===== src/rtl/b64enc_pkg.sv =====
// b64enc_pkg: types, constants and the character lookup for the base64 stream encoder
// depends on nothing; imported by every module of the encoder
package b64enc_pkg;

   localparam int B64ENC_FIFO_DEPTH = 2;

   localparam logic [6:0] CHAR_UPPER_A = 7'h41;
   localparam logic [6:0] CHAR_LOWER_A = 7'h61;
   localparam logic [6:0] CHAR_DIGIT_0 = 7'h30;
   localparam logic [6:0] CHAR_PLUS    = 7'h2B;
   localparam logic [6:0] CHAR_SLASH   = 7'h2F;
   localparam logic [6:0] CHAR_PAD     = 7'h3D;

   localparam logic [5:0] SYM_LOWER_START = 6'd26;
   localparam logic [5:0] SYM_DIGIT_START = 6'd52;
   localparam logic [5:0] SYM_PLUS        = 6'd62;

   typedef struct packed {
      logic [7:0] data_byte;
      logic       end_of_message;
   } b64enc_req_type;

   typedef struct packed {
      logic [6:0] out_char;
      logic       last_char;
   } b64enc_rsp_type;

   // bytes already taken from the current three-byte group
   typedef enum logic [1:0] {
      PHASE_0 = 2'd0,
      PHASE_1 = 2'd1,
      PHASE_2 = 2'd2
   } b64enc_phase_type;

   // one classified byte: up to four characters, index of the final one
   typedef struct packed {
      logic [3:0][6:0] chars;
      logic [1:0]      last_idx;
      logic            eom;
   } b64enc_entry_type;

   typedef struct packed {
      logic full;
      logic empty;
   } b64enc_fifo_status_type;

   // six-bit code to standard alphabet character
   function automatic logic [6:0] b64_sym(input logic [5:0] v);
      logic [6:0] v7;
      v7 = {1'b0, v};
      priority if (v < SYM_LOWER_START) begin
         return CHAR_UPPER_A + v7;
      end else if (v < SYM_DIGIT_START) begin
         return CHAR_LOWER_A + v7 - {1'b0, SYM_LOWER_START};
      end else if (v < SYM_PLUS) begin
         return CHAR_DIGIT_0 + v7 - {1'b0, SYM_DIGIT_START};
      end else if (v == SYM_PLUS) begin
         return CHAR_PLUS;
      end else begin
         return CHAR_SLASH;
      end
   endfunction

endpackage


===== src/rtl/b64enc_front.sv =====
// b64enc_front: group phase tracking and byte classification into character entries
// depends on b64enc_pkg
module b64enc_front
   import b64enc_pkg::*;
(
   input  logic             clock,
   input  logic             reset,
   input  logic             push,
   input  b64enc_req_type   req_data,
   output b64enc_entry_type entry
);

   b64enc_phase_type phase_ff, phase_in;
   logic [3:0]       left_ff, left_in;

   logic [7:0] b;
   logic       eom;

   assign b   = req_data.data_byte;
   assign eom = req_data.end_of_message;

   // next state
   always_comb begin
      phase_in = phase_ff;
      left_in  = left_ff;
      if (push) begin
         unique case (phase_ff)
            PHASE_1: begin
               phase_in = eom ? PHASE_0 : PHASE_2;
               left_in  = eom ? 4'd0 : b[3:0];
            end
            PHASE_2: begin
               phase_in = PHASE_0;
               left_in  = 4'd0;
            end
            default: begin
               phase_in = eom ? PHASE_0 : PHASE_1;
               left_in  = eom ? 4'd0 : {2'b00, b[1:0]};
            end
         endcase
      end
   end

   // outputs: the characters this byte completes
   always_comb begin
      entry.chars    = {4{CHAR_PAD}};
      entry.last_idx = 2'd0;
      entry.eom      = eom;
      unique case (phase_ff)
         PHASE_1: begin
            entry.chars[0] = b64_sym({left_ff[1:0], b[7:4]});
            if (eom) begin
               entry.chars[1] = b64_sym({b[3:0], 2'b00});
               entry.last_idx = 2'd2;
            end
         end
         PHASE_2: begin
            entry.chars[0] = b64_sym({left_ff, b[7:6]});
            entry.chars[1] = b64_sym(b[5:0]);
            entry.last_idx = 2'd1;
         end
         default: begin
            entry.chars[0] = b64_sym(b[7:2]);
            if (eom) begin
               entry.chars[1] = b64_sym({b[1:0], 4'b0000});
               entry.last_idx = 2'd3;
            end
         end
      endcase
   end

   always_ff @(posedge clock) begin
      if (reset) begin
         phase_ff <= PHASE_0;
         left_ff  <= 4'd0;
      end else begin
         phase_ff <= phase_in;
         left_ff  <= left_in;
      end
   end

   // leftover bits are clear at the start of every group
   a_group_start_clean: assert property (@(posedge clock) disable iff (reset)
      (phase_ff == PHASE_0) |-> (left_ff == 4'd0))
      else $error("leftover bits set at group start");

endmodule


===== src/rtl/b64enc_fifo.sv =====
// b64enc_fifo: short entry queue between the classifier and the serializer
// depends on b64enc_pkg
module b64enc_fifo
   import b64enc_pkg::*;
#(
   parameter int FIFO_DEPTH = B64ENC_FIFO_DEPTH
) (
   input  logic                   clock,
   input  logic                   reset,
   input  logic                   push,
   input  b64enc_entry_type       push_entry,
   input  logic                   pop,
   output b64enc_entry_type       head,
   output b64enc_fifo_status_type status
);

   localparam int PTR_W = (FIFO_DEPTH > 1) ? $clog2(FIFO_DEPTH) : 1;
   localparam int CNT_W = $clog2(FIFO_DEPTH + 1);
   localparam logic [PTR_W-1:0] PTR_LAST = PTR_W'(FIFO_DEPTH - 1);
   localparam logic [CNT_W-1:0] CNT_FULL = CNT_W'(FIFO_DEPTH);

   b64enc_entry_type entry_ff [FIFO_DEPTH];
   logic [PTR_W-1:0] wr_ptr_ff, wr_ptr_in;
   logic [PTR_W-1:0] rd_ptr_ff, rd_ptr_in;
   logic [CNT_W-1:0] count_ff, count_in;

   assign status.full  = (count_ff == CNT_FULL);
   assign status.empty = (count_ff == '0);
   assign head         = entry_ff[rd_ptr_ff];

   always_comb begin
      wr_ptr_in = wr_ptr_ff;
      rd_ptr_in = rd_ptr_ff;
      count_in  = count_ff;
      if (push) begin
         wr_ptr_in = (wr_ptr_ff == PTR_LAST) ? '0 : wr_ptr_ff + 1'b1;
      end
      if (pop) begin
         rd_ptr_in = (rd_ptr_ff == PTR_LAST) ? '0 : rd_ptr_ff + 1'b1;
      end
      if (push && !pop) begin
         count_in = count_ff + 1'b1;
      end else if (pop && !push) begin
         count_in = count_ff - 1'b1;
      end
   end

   always_ff @(posedge clock) begin
      if (push) begin
         entry_ff[wr_ptr_ff] <= push_entry;
      end
   end

   always_ff @(posedge clock) begin
      if (reset) begin
         wr_ptr_ff <= '0;
         rd_ptr_ff <= '0;
         count_ff  <= '0;
      end else begin
         wr_ptr_ff <= wr_ptr_in;
         rd_ptr_ff <= rd_ptr_in;
         count_ff  <= count_in;
      end
   end

   a_no_overflow: assert property (@(posedge clock) disable iff (reset)
      push |-> (!status.full || pop))
      else $error("queue overflow");

   a_no_underflow: assert property (@(posedge clock) disable iff (reset)
      pop |-> !status.empty)
      else $error("queue underflow");

endmodule


===== src/rtl/b64enc_back.sv =====
// b64enc_back: serializes queued entries into one character per transaction
// depends on b64enc_pkg
module b64enc_back
   import b64enc_pkg::*;
(
   input  logic                   clock,
   input  logic                   reset,
   input  b64enc_entry_type       head,
   input  b64enc_fifo_status_type fifo_status,
   output logic                   pop,
   output logic                   rsp_valid,
   input  logic                   rsp_ready,
   output b64enc_rsp_type         rsp_data
);

   logic           rsp_valid_ff, rsp_valid_in;
   b64enc_rsp_type rsp_ff, rsp_in;
   logic [1:0]     idx_ff, idx_in;
   logic           load;
   logic           at_last;

   assign load    = (!rsp_valid_ff || rsp_ready) && !fifo_status.empty;
   assign at_last = (idx_ff == head.last_idx);
   assign pop     = load && at_last;

   always_comb begin
      rsp_valid_in = rsp_valid_ff;
      rsp_in       = rsp_ff;
      idx_in       = idx_ff;
      if (rsp_valid_ff && rsp_ready) begin
         rsp_valid_in = 1'b0;
      end
      if (load) begin
         rsp_valid_in       = 1'b1;
         rsp_in.out_char    = head.chars[idx_ff];
         rsp_in.last_char   = head.eom && at_last;
         idx_in             = at_last ? 2'd0 : idx_ff + 2'd1;
      end
   end

   always_ff @(posedge clock) begin
      if (reset) begin
         rsp_valid_ff <= 1'b0;
         idx_ff       <= 2'd0;
      end else begin
         rsp_valid_ff <= rsp_valid_in;
         idx_ff       <= idx_in;
      end
   end

   always_ff @(posedge clock) begin
      rsp_ff <= rsp_in;
   end

   assign rsp_valid = rsp_valid_ff;
   assign rsp_data  = rsp_ff;

   a_idx_in_range: assert property (@(posedge clock) disable iff (reset)
      !fifo_status.empty |-> (idx_ff <= head.last_idx))
      else $error("character index past end of entry");

endmodule


===== src/rtl/base64_stream_encoder.sv =====
// base64_stream_encoder: top level of the streaming base64 encoder
// depends on b64enc_pkg, b64enc_front, b64enc_fifo, b64enc_back
//
// One raw byte enters per req transaction, flagged end_of_message on the last
// byte of a message; standard alphabet characters (A-Z a-z 0-9 + /, '=' pad)
// leave one per rsp transaction, last_char marking the final one of a message.
// A byte yields one character in the first and second positions of a group,
// two in the third, and a final byte closing a short group yields three or
// four including padding. The output register sends at most one character per
// cycle, so that port sets the sustained rate, with four characters for every
// three bytes within a message. Bytes are taken every cycle while the
// FIFO_DEPTH entry queue has room, independent of rsp stalls; the first
// character of a byte passes through the entry queue and then the output
// register. No clearing pass is needed after reset.
module base64_stream_encoder
   import b64enc_pkg::*;
#(
   parameter int FIFO_DEPTH = B64ENC_FIFO_DEPTH
) (
   input  logic           clock,
   input  logic           reset,
   input  logic           req_valid,
   output logic           req_ready,
   input  b64enc_req_type req_data,
   output logic           rsp_valid,
   input  logic           rsp_ready,
   output b64enc_rsp_type rsp_data
);

   b64enc_entry_type       front_entry;
   b64enc_entry_type       fifo_head;
   b64enc_fifo_status_type fifo_status;
   logic                   fifo_push;
   logic                   fifo_pop;

   // front side only waits for queue room
   assign req_ready = !fifo_status.full;
   assign fifo_push = req_valid && req_ready;

   // classify each byte against the current group phase
   b64enc_front u_front (
      .clock    (clock),
      .reset    (reset),
      .push     (fifo_push),
      .req_data (req_data),
      .entry    (front_entry)
   );

   // decouples byte intake from character output
   b64enc_fifo #(
      .FIFO_DEPTH (FIFO_DEPTH)
   ) u_fifo (
      .clock      (clock),
      .reset      (reset),
      .push       (fifo_push),
      .push_entry (front_entry),
      .pop        (fifo_pop),
      .head       (fifo_head),
      .status     (fifo_status)
   );

   // one character per rsp transaction
   b64enc_back u_back (
      .clock       (clock),
      .reset       (reset),
      .head        (fifo_head),
      .fifo_status (fifo_status),
      .pop         (fifo_pop),
      .rsp_valid   (rsp_valid),
      .rsp_ready   (rsp_ready),
      .rsp_data    (rsp_data)
   );

endmodule


===== config.mk =====
export PLATFORM = sky130hd
export DESIGN_NAME = base64_stream_encoder
export DESIGN_NICKNAME = d
export VERILOG_FILES = /design/src/rtl/b64enc_pkg.sv /design/src/rtl/b64enc_front.sv /design/src/rtl/b64enc_fifo.sv /design/src/rtl/b64enc_back.sv /design/src/rtl/base64_stream_encoder.sv
export SDC_FILE = /design/constraint.sdc
export NUM_CORES = 1
export LEC_CHECK = 0
export BUFFER_PORTS_ARGS = -buffer_cell sky130_fd_sc_hd__clkbuf_2
export CAP_MARGIN = 5
export CORE_ASPECT_RATIO = 1.75
export CORE_UTILIZATION = 56
export DETAILED_ROUTE_END_ITERATION = 10
export HOLD_SLACK_MARGIN = 0.15
export PLACE_DENSITY = 0.77
export SYNTH_ARGS = -nofsm -noshare
export SYNTH_HDL_FRONTEND = slang
export SYNTH_SLANG_ARGS = --single-unit

===== constraint.sdc =====
create_clock -name clock -period 2.57 [get_ports clock]
set_clock_uncertainty 0.2 [all_clocks]
set_input_delay 0.514 -clock clock [delete_from_list [all_inputs] [get_ports clock]]
set_output_delay 0.514 -clock clock [all_outputs]
set_load 0.02 [all_outputs]

* After elaboration in Yosys (flattened, before gate mapping)
Memories as Yosys holds them, arrays and structs flattened. A register that Yosys moved wholly into a read port is not among the register bits.
Index checks and enable logic that the tools add are counted.
** Storage, ports and cells
- Bits in registers :: 21
- Latch bits :: 0
- RAM bits :: 34
- Memory bits (read-only) :: 0
- Input port bits :: 13
- Output and inout port bits :: 10
- Logic and storage cells :: 134
- Memories kept :: 1
** Operators by class
- Add/subtract/negate cells :: 35
- $mul :: 0
- Divide/modulo/power cells :: 0
- Order comparisons :: 19
- Equality and inequality tests :: 8
- Shifts and indexed selects :: 0
- Multiplexer cells :: 46
- Bitwise gates (word level) :: 0
- Reduce and logical (&&, ||, !) cells :: 16
** Memories
- u_fifo.entry_ff :: words 2, bits a word 17, read ports 1, clocked after Yosys merged registers in 1, wr ports 1, line b64enc_fifo.sv:22 : b64enc_entry_type entry_ff [FIFO_DEPTH];
** Operators by type and width (count)
- 7-bit 2-to-1 mux :: 21
- 7-bit by 6-bit adder with 7-bit output, first input constant :: 12
- 6-bit < comparator, second input constant :: 12
- 6-bit by 6-bit adder with 7-bit output, first input constant :: 6
- 7-bit by 5-bit subtractor with 7-bit output, second input constant :: 6
- 7-bit by 6-bit subtractor with 7-bit output, second input constant :: 6
- 6-bit by 5-bit < comparator with 1-bit output, second input constant :: 6
- 16-bit one-hot mux with 2 select lines :: 1
- 6-bit == test, second input constant :: 4
- 7-bit binary-select mux with 2-bit select :: 1
- 2-bit 2-to-1 mux :: 7
- 3-bit 2-to-1 mux :: 4
- 1-bit 2-to-1 mux :: 9
- 4-bit one-hot mux with 2 select lines :: 1
- 1-bit logical AND :: 7
- 1-bit zero test :: 5
- 2-bit by 1-bit adder with 2-bit output, second input constant :: 2
- 2-bit == test, second input constant :: 2
- 4-bit 2-to-1 mux :: 1
- 2-bit one-hot mux with 2 select lines :: 1
- 2-bit nonzero test :: 2
- 2-bit by 3-bit < comparator with 1-bit output, second input constant :: 1
- 1-bit adder, second input constant :: 2
- 2-bit by 1-bit == test with 1-bit output, second input constant :: 1
- 4 further kinds :: 4

* Longest topological paths before layout
- Word-level depth :: 7
- Gate-level depth with buffers :: 10
- Mapped depth without buffers :: 8

* Hierarchy
Synthesis repeated with hierarchy kept, for this count alone.
** Second synthesis, totals
- Cell total of the unflattened synthesis :: 493
- Area total of the unflattened synthesis :: 5366.4 µm²
** By module, submodules not included
- b64enc_fifo :: times used 1, cells each 118, area each 2433.6 µm², seq. area each 1961.9 µm²
- b64enc_front :: times used 1, cells each 333, area each 2309.7 µm², seq. area each 120.1 µm²
- b64enc_back :: times used 1, cells each 40, area each 613.1 µm², seq. area each 300.3 µm²
- base64_stream_encoder :: times used 1, cells each 2, area each 10.0 µm², seq. area each 0.0 µm²

* Worst setup path after synthesis
Ideal clock, no wire load.
- Kind :: in2reg
- From :: input req_data[3] (netlist name)
- To :: memory u_fifo.entry_ff[0][14] (netlist name), data pin
- Library setup time :: 0.193 ns
- Arrival :: 2.154 ns
- Required time :: 2.177 ns
- Path slack :: 0.023 ns
- Stages :: 8
- Path buffers :: 1
- Cell sequence :: buf_2 -> inv_1 -> ha_1 -> nand2b_1 -> mux2_2 -> a22oi_1 -> mux2_2 -> o32ai_1
** RTL lines
- start, declared :: line base64_stream_encoder.sv:24 : input b64enc_req_type req_data,
- end, declared :: line b64enc_fifo.sv:22

==> results.json <==
{
  "status": "finished, final reports clean",
  "grt_max_degree": 18,
  "ios": 23,
  "cts_tree": "built",
  "slew_violations": 0,
  "syn_inst": 443,
  "multi_input_area_um2": 2278,
  "min_period_ps": 2447,
  "ant_nets": 0,
  "synth_top_area_share_pct": 31.01,
  "track_usage_pct": 32.57,
  "hpwl_um": 9323,
  "required_ps": 2440,
  "synth_ff_type": "edfxtp_1",
  "max_slew_margin_pct": 62.74,
  "routed.top_layer": "met4",
  "ys_types": 65,
  "dieWidth_um": 66.43,
  "path_clk_slew_ps": 70,
  "p_leak_nw": 1.882,
  "fillers": 579,
  "place_inst": 585,
  "cap_violations": 0,
  "timing.fmax_mhz": 408.7,
  "cellPowerDensity_nw_per_um2": 686.6,
  "synth_seq_cells": 56,
  "grt_pass1_wl_um": 18310,
  "gr-total-overflow": 0,
  "hold_violations": 0,
  "dr.pass1.iters": 5,
  "synthesis.nets": 478,
  "drt-met1-wl_um": 4090,
  "ctsResizeCount": 0,
  "clk_latency_ps": 290,
  "worst_ir_drop_vdd_v": 0.0003064,
  "gp_congestion": 1.025,
  "area.growth.synth_to_final_pct": 17.41,
  "cts-buffers-inserted": 5,
  "drive_above_1_share_pct": 23.97,
  "cts_buffer_depth": 2,
  "setup_viol": 0,
  "dr_wl_met2_um": 6361,
  "post_drt_wl_per_cell_um": 19.73,
  "async_reset_ff_share_pct": 0,
  "fin_nets": 543,
  "ctsHtreeMaxLevel": 2,
  "cts_hold_buf": 0,
  "min_path_type": "reg2reg",
  "synth-warning-count": 0,
  "viasPerCell": 6.384,
  "worst_pin_slew_ps": 556.8,
  "postCtsSetupRepairBufs": 0,
  "stdcell_count": 593,
  "wl_met3_um": 446,
  "cts_sinks": 56,
  "seq_area_um2": 1541,
  "post-route-util_pct": 68.65,
  "wirelength_um": 11700,
  "p_total_mw": 3.279,
  "synth_top_area_cell": "edfxtp_1",
  "drt_iter0_drc": 283,
  "critPathLaunchType": "register",
  "antenna_found_initial": 0,
  "min_period_over_period_pct": 95.21,
  "core_um2": 6957,
  "synth_area_um2": 4068,
  "die_area_um2": 7622,
  "start_util_pct": 58.47,
  "critPathMaxFanout": 11,
  "clock-root-buffer": "clkbuf_16",
  "yosysSeqAreaShare_pct": 37.90,
  "port_buffers": 22,
  "synth.area.top_cells": "edfxtp_1, dfxtp_1, ha_1, a21oi_1, nand2_1",
  "synth-edff-count": 42,
  "drc_errors": 0,
  "vias": 3786,
  "fp-row-count": 40,
  "critical_path_arrival_ps": 2320,
  "avgSynthCellArea_um2": 9.182,
  "cp-end-kind": "register",
  "die_h_um": 114.7,
  "grt_pass1_vias": 3761,
  "rsz0062_at_grt": "no",
  "worstSetupPathType": "reg2reg",
  "antenna_cells": 0
}
-- final timing paths --
check	from	end	slack, ps	depth (start not counted)
setup / recovery	u_front.left_ff[1]$_SDFFE_PP0P_	u_fifo.entry_ff[0][5]$_DFFE_PP_	120	7
hold / removal	u_back.rsp_valid$_SDFFE_PP0P_	u_back.rsp_valid$_SDFFE_PP0P_	300	2
setup reg to reg	u_front.left_ff[1]$_SDFFE_PP0P_	u_fifo.entry_ff[0][5]$_DFFE_PP_	120	7
hold reg to reg	u_back.rsp_valid$_SDFFE_PP0P_	u_back.rsp_valid$_SDFFE_PP0P_	300	2
-- flip-flops by register name, indices dropped and copies added, names as in the netlist, named ones only --
register and flops:
u_back.rsp_data 8, u_fifo.count_ff 2, u_fifo.rd_ptr_ff 1, u_fifo.wr_ptr_ff 1, u_back.idx_ff 2, u_fifo.entry_ff 34, u_back.rsp_valid 1, u_front.phase_ff 2
u_front.left_ff 4
-- where the power goes --
part / internal [mW] / leakage [nW] / switching (mW) / total (mW)
Clock: 0.364 / 0.0714 / 0.293 / 0.656
Combinational: 0.541 / 1.31 / 0.738 / 1.28
Sequential: 1.25 / 0.504 / 0.0977 / 1.34
Total: 2.15 / 1.88 / 1.13 / 3.28
-- stage by stage --
step	setup TNS, ps	worst slack [ps]	hold WS (ps)	cell area, um2
CTS	0	198.2	297.5	4776
detailed placement	-541.4	-105.1	291.9	4632
finish	0	123.1	300.2	4776
global route	0	59.18	333.2	4776
floorplan	0	23.17	272.5	4068
global placement	-119.5	-44.26	273.8	4632
-- layout by cell type (no fill, tap or decap), types with 10 or more instances in the layout --
master	synthesis	final
buf_4	3	68
edfxtp_1	42	42
inv_1	23	23
dfxtp_1	14	14
nand2_1	43	43
clkbuf_2	0	22
o21ai_0	25	25
xnor2_1	10	10
nand3_1	11	11
nor3_1	12	12
nor2_1	34	34
a21oi_1	33	33
ha_1	22	22
a31oi_1	11	11
-- kinds of logic (layout without fill, tap and decap cells) --
kind of cell	count (synthesis)	after routing	share of synthesized area, %
AO/OA/AOI/OAI	132	132	21.84
XOR/XNOR	15	15	3.230
adder cells (fa/ha/maj)	22	22	6.767
buffers and inverters	55	121	6.090
flip-flops	56	56	37.90
multiplexers	17	17	6.460
AND/OR/NAND/NOR	146	146	17.72
-- layout make-up --
class	instances	share of cell area, %
clock buffer	6	2.698
inverter	23	1.808
multi-input combinational	332	47.71
sequential	56	32.28
timing repair buffer	90	12.99
clock inverter	2	0.3144
tap	84	2.201
-- synthesized netlist by cell type, types with 6 or more instances --
cell	instances
a31oi_1	11
nor3_1	12
buf_2	12
a22oi_1	7
inv_1	23
o211ai_1	6
clkbuf_1	14
dfxtp_1	14
nor2b_1	8
mux4_2	7
a21o_1	6
o21ai_0	25
nand2_1	43
nand3_1	11
nor2_1	34
edfxtp_1	42
ha_1	22
nand2b_1	9
mux2i_1	6
xnor2_1	10
a21oi_1	33
-- metal layers --
metal,vias to the layer above,global-route usage [%]
met1,1797,32.74
met2,161,61.16
met5,-,0
met3,49,1.488
li1,1779,-
met4,0,23.69
-- worst max-delay path, stage by stage (launching register included) --
cell	delay, ps
dfxtp_1	390
ha_1	250
buf_4	190
nor2_1	60
a21oi_1	350
nand2_1	150
o221a_2	300
a22oi_1	320
Power figures use the tool's default switching activity.
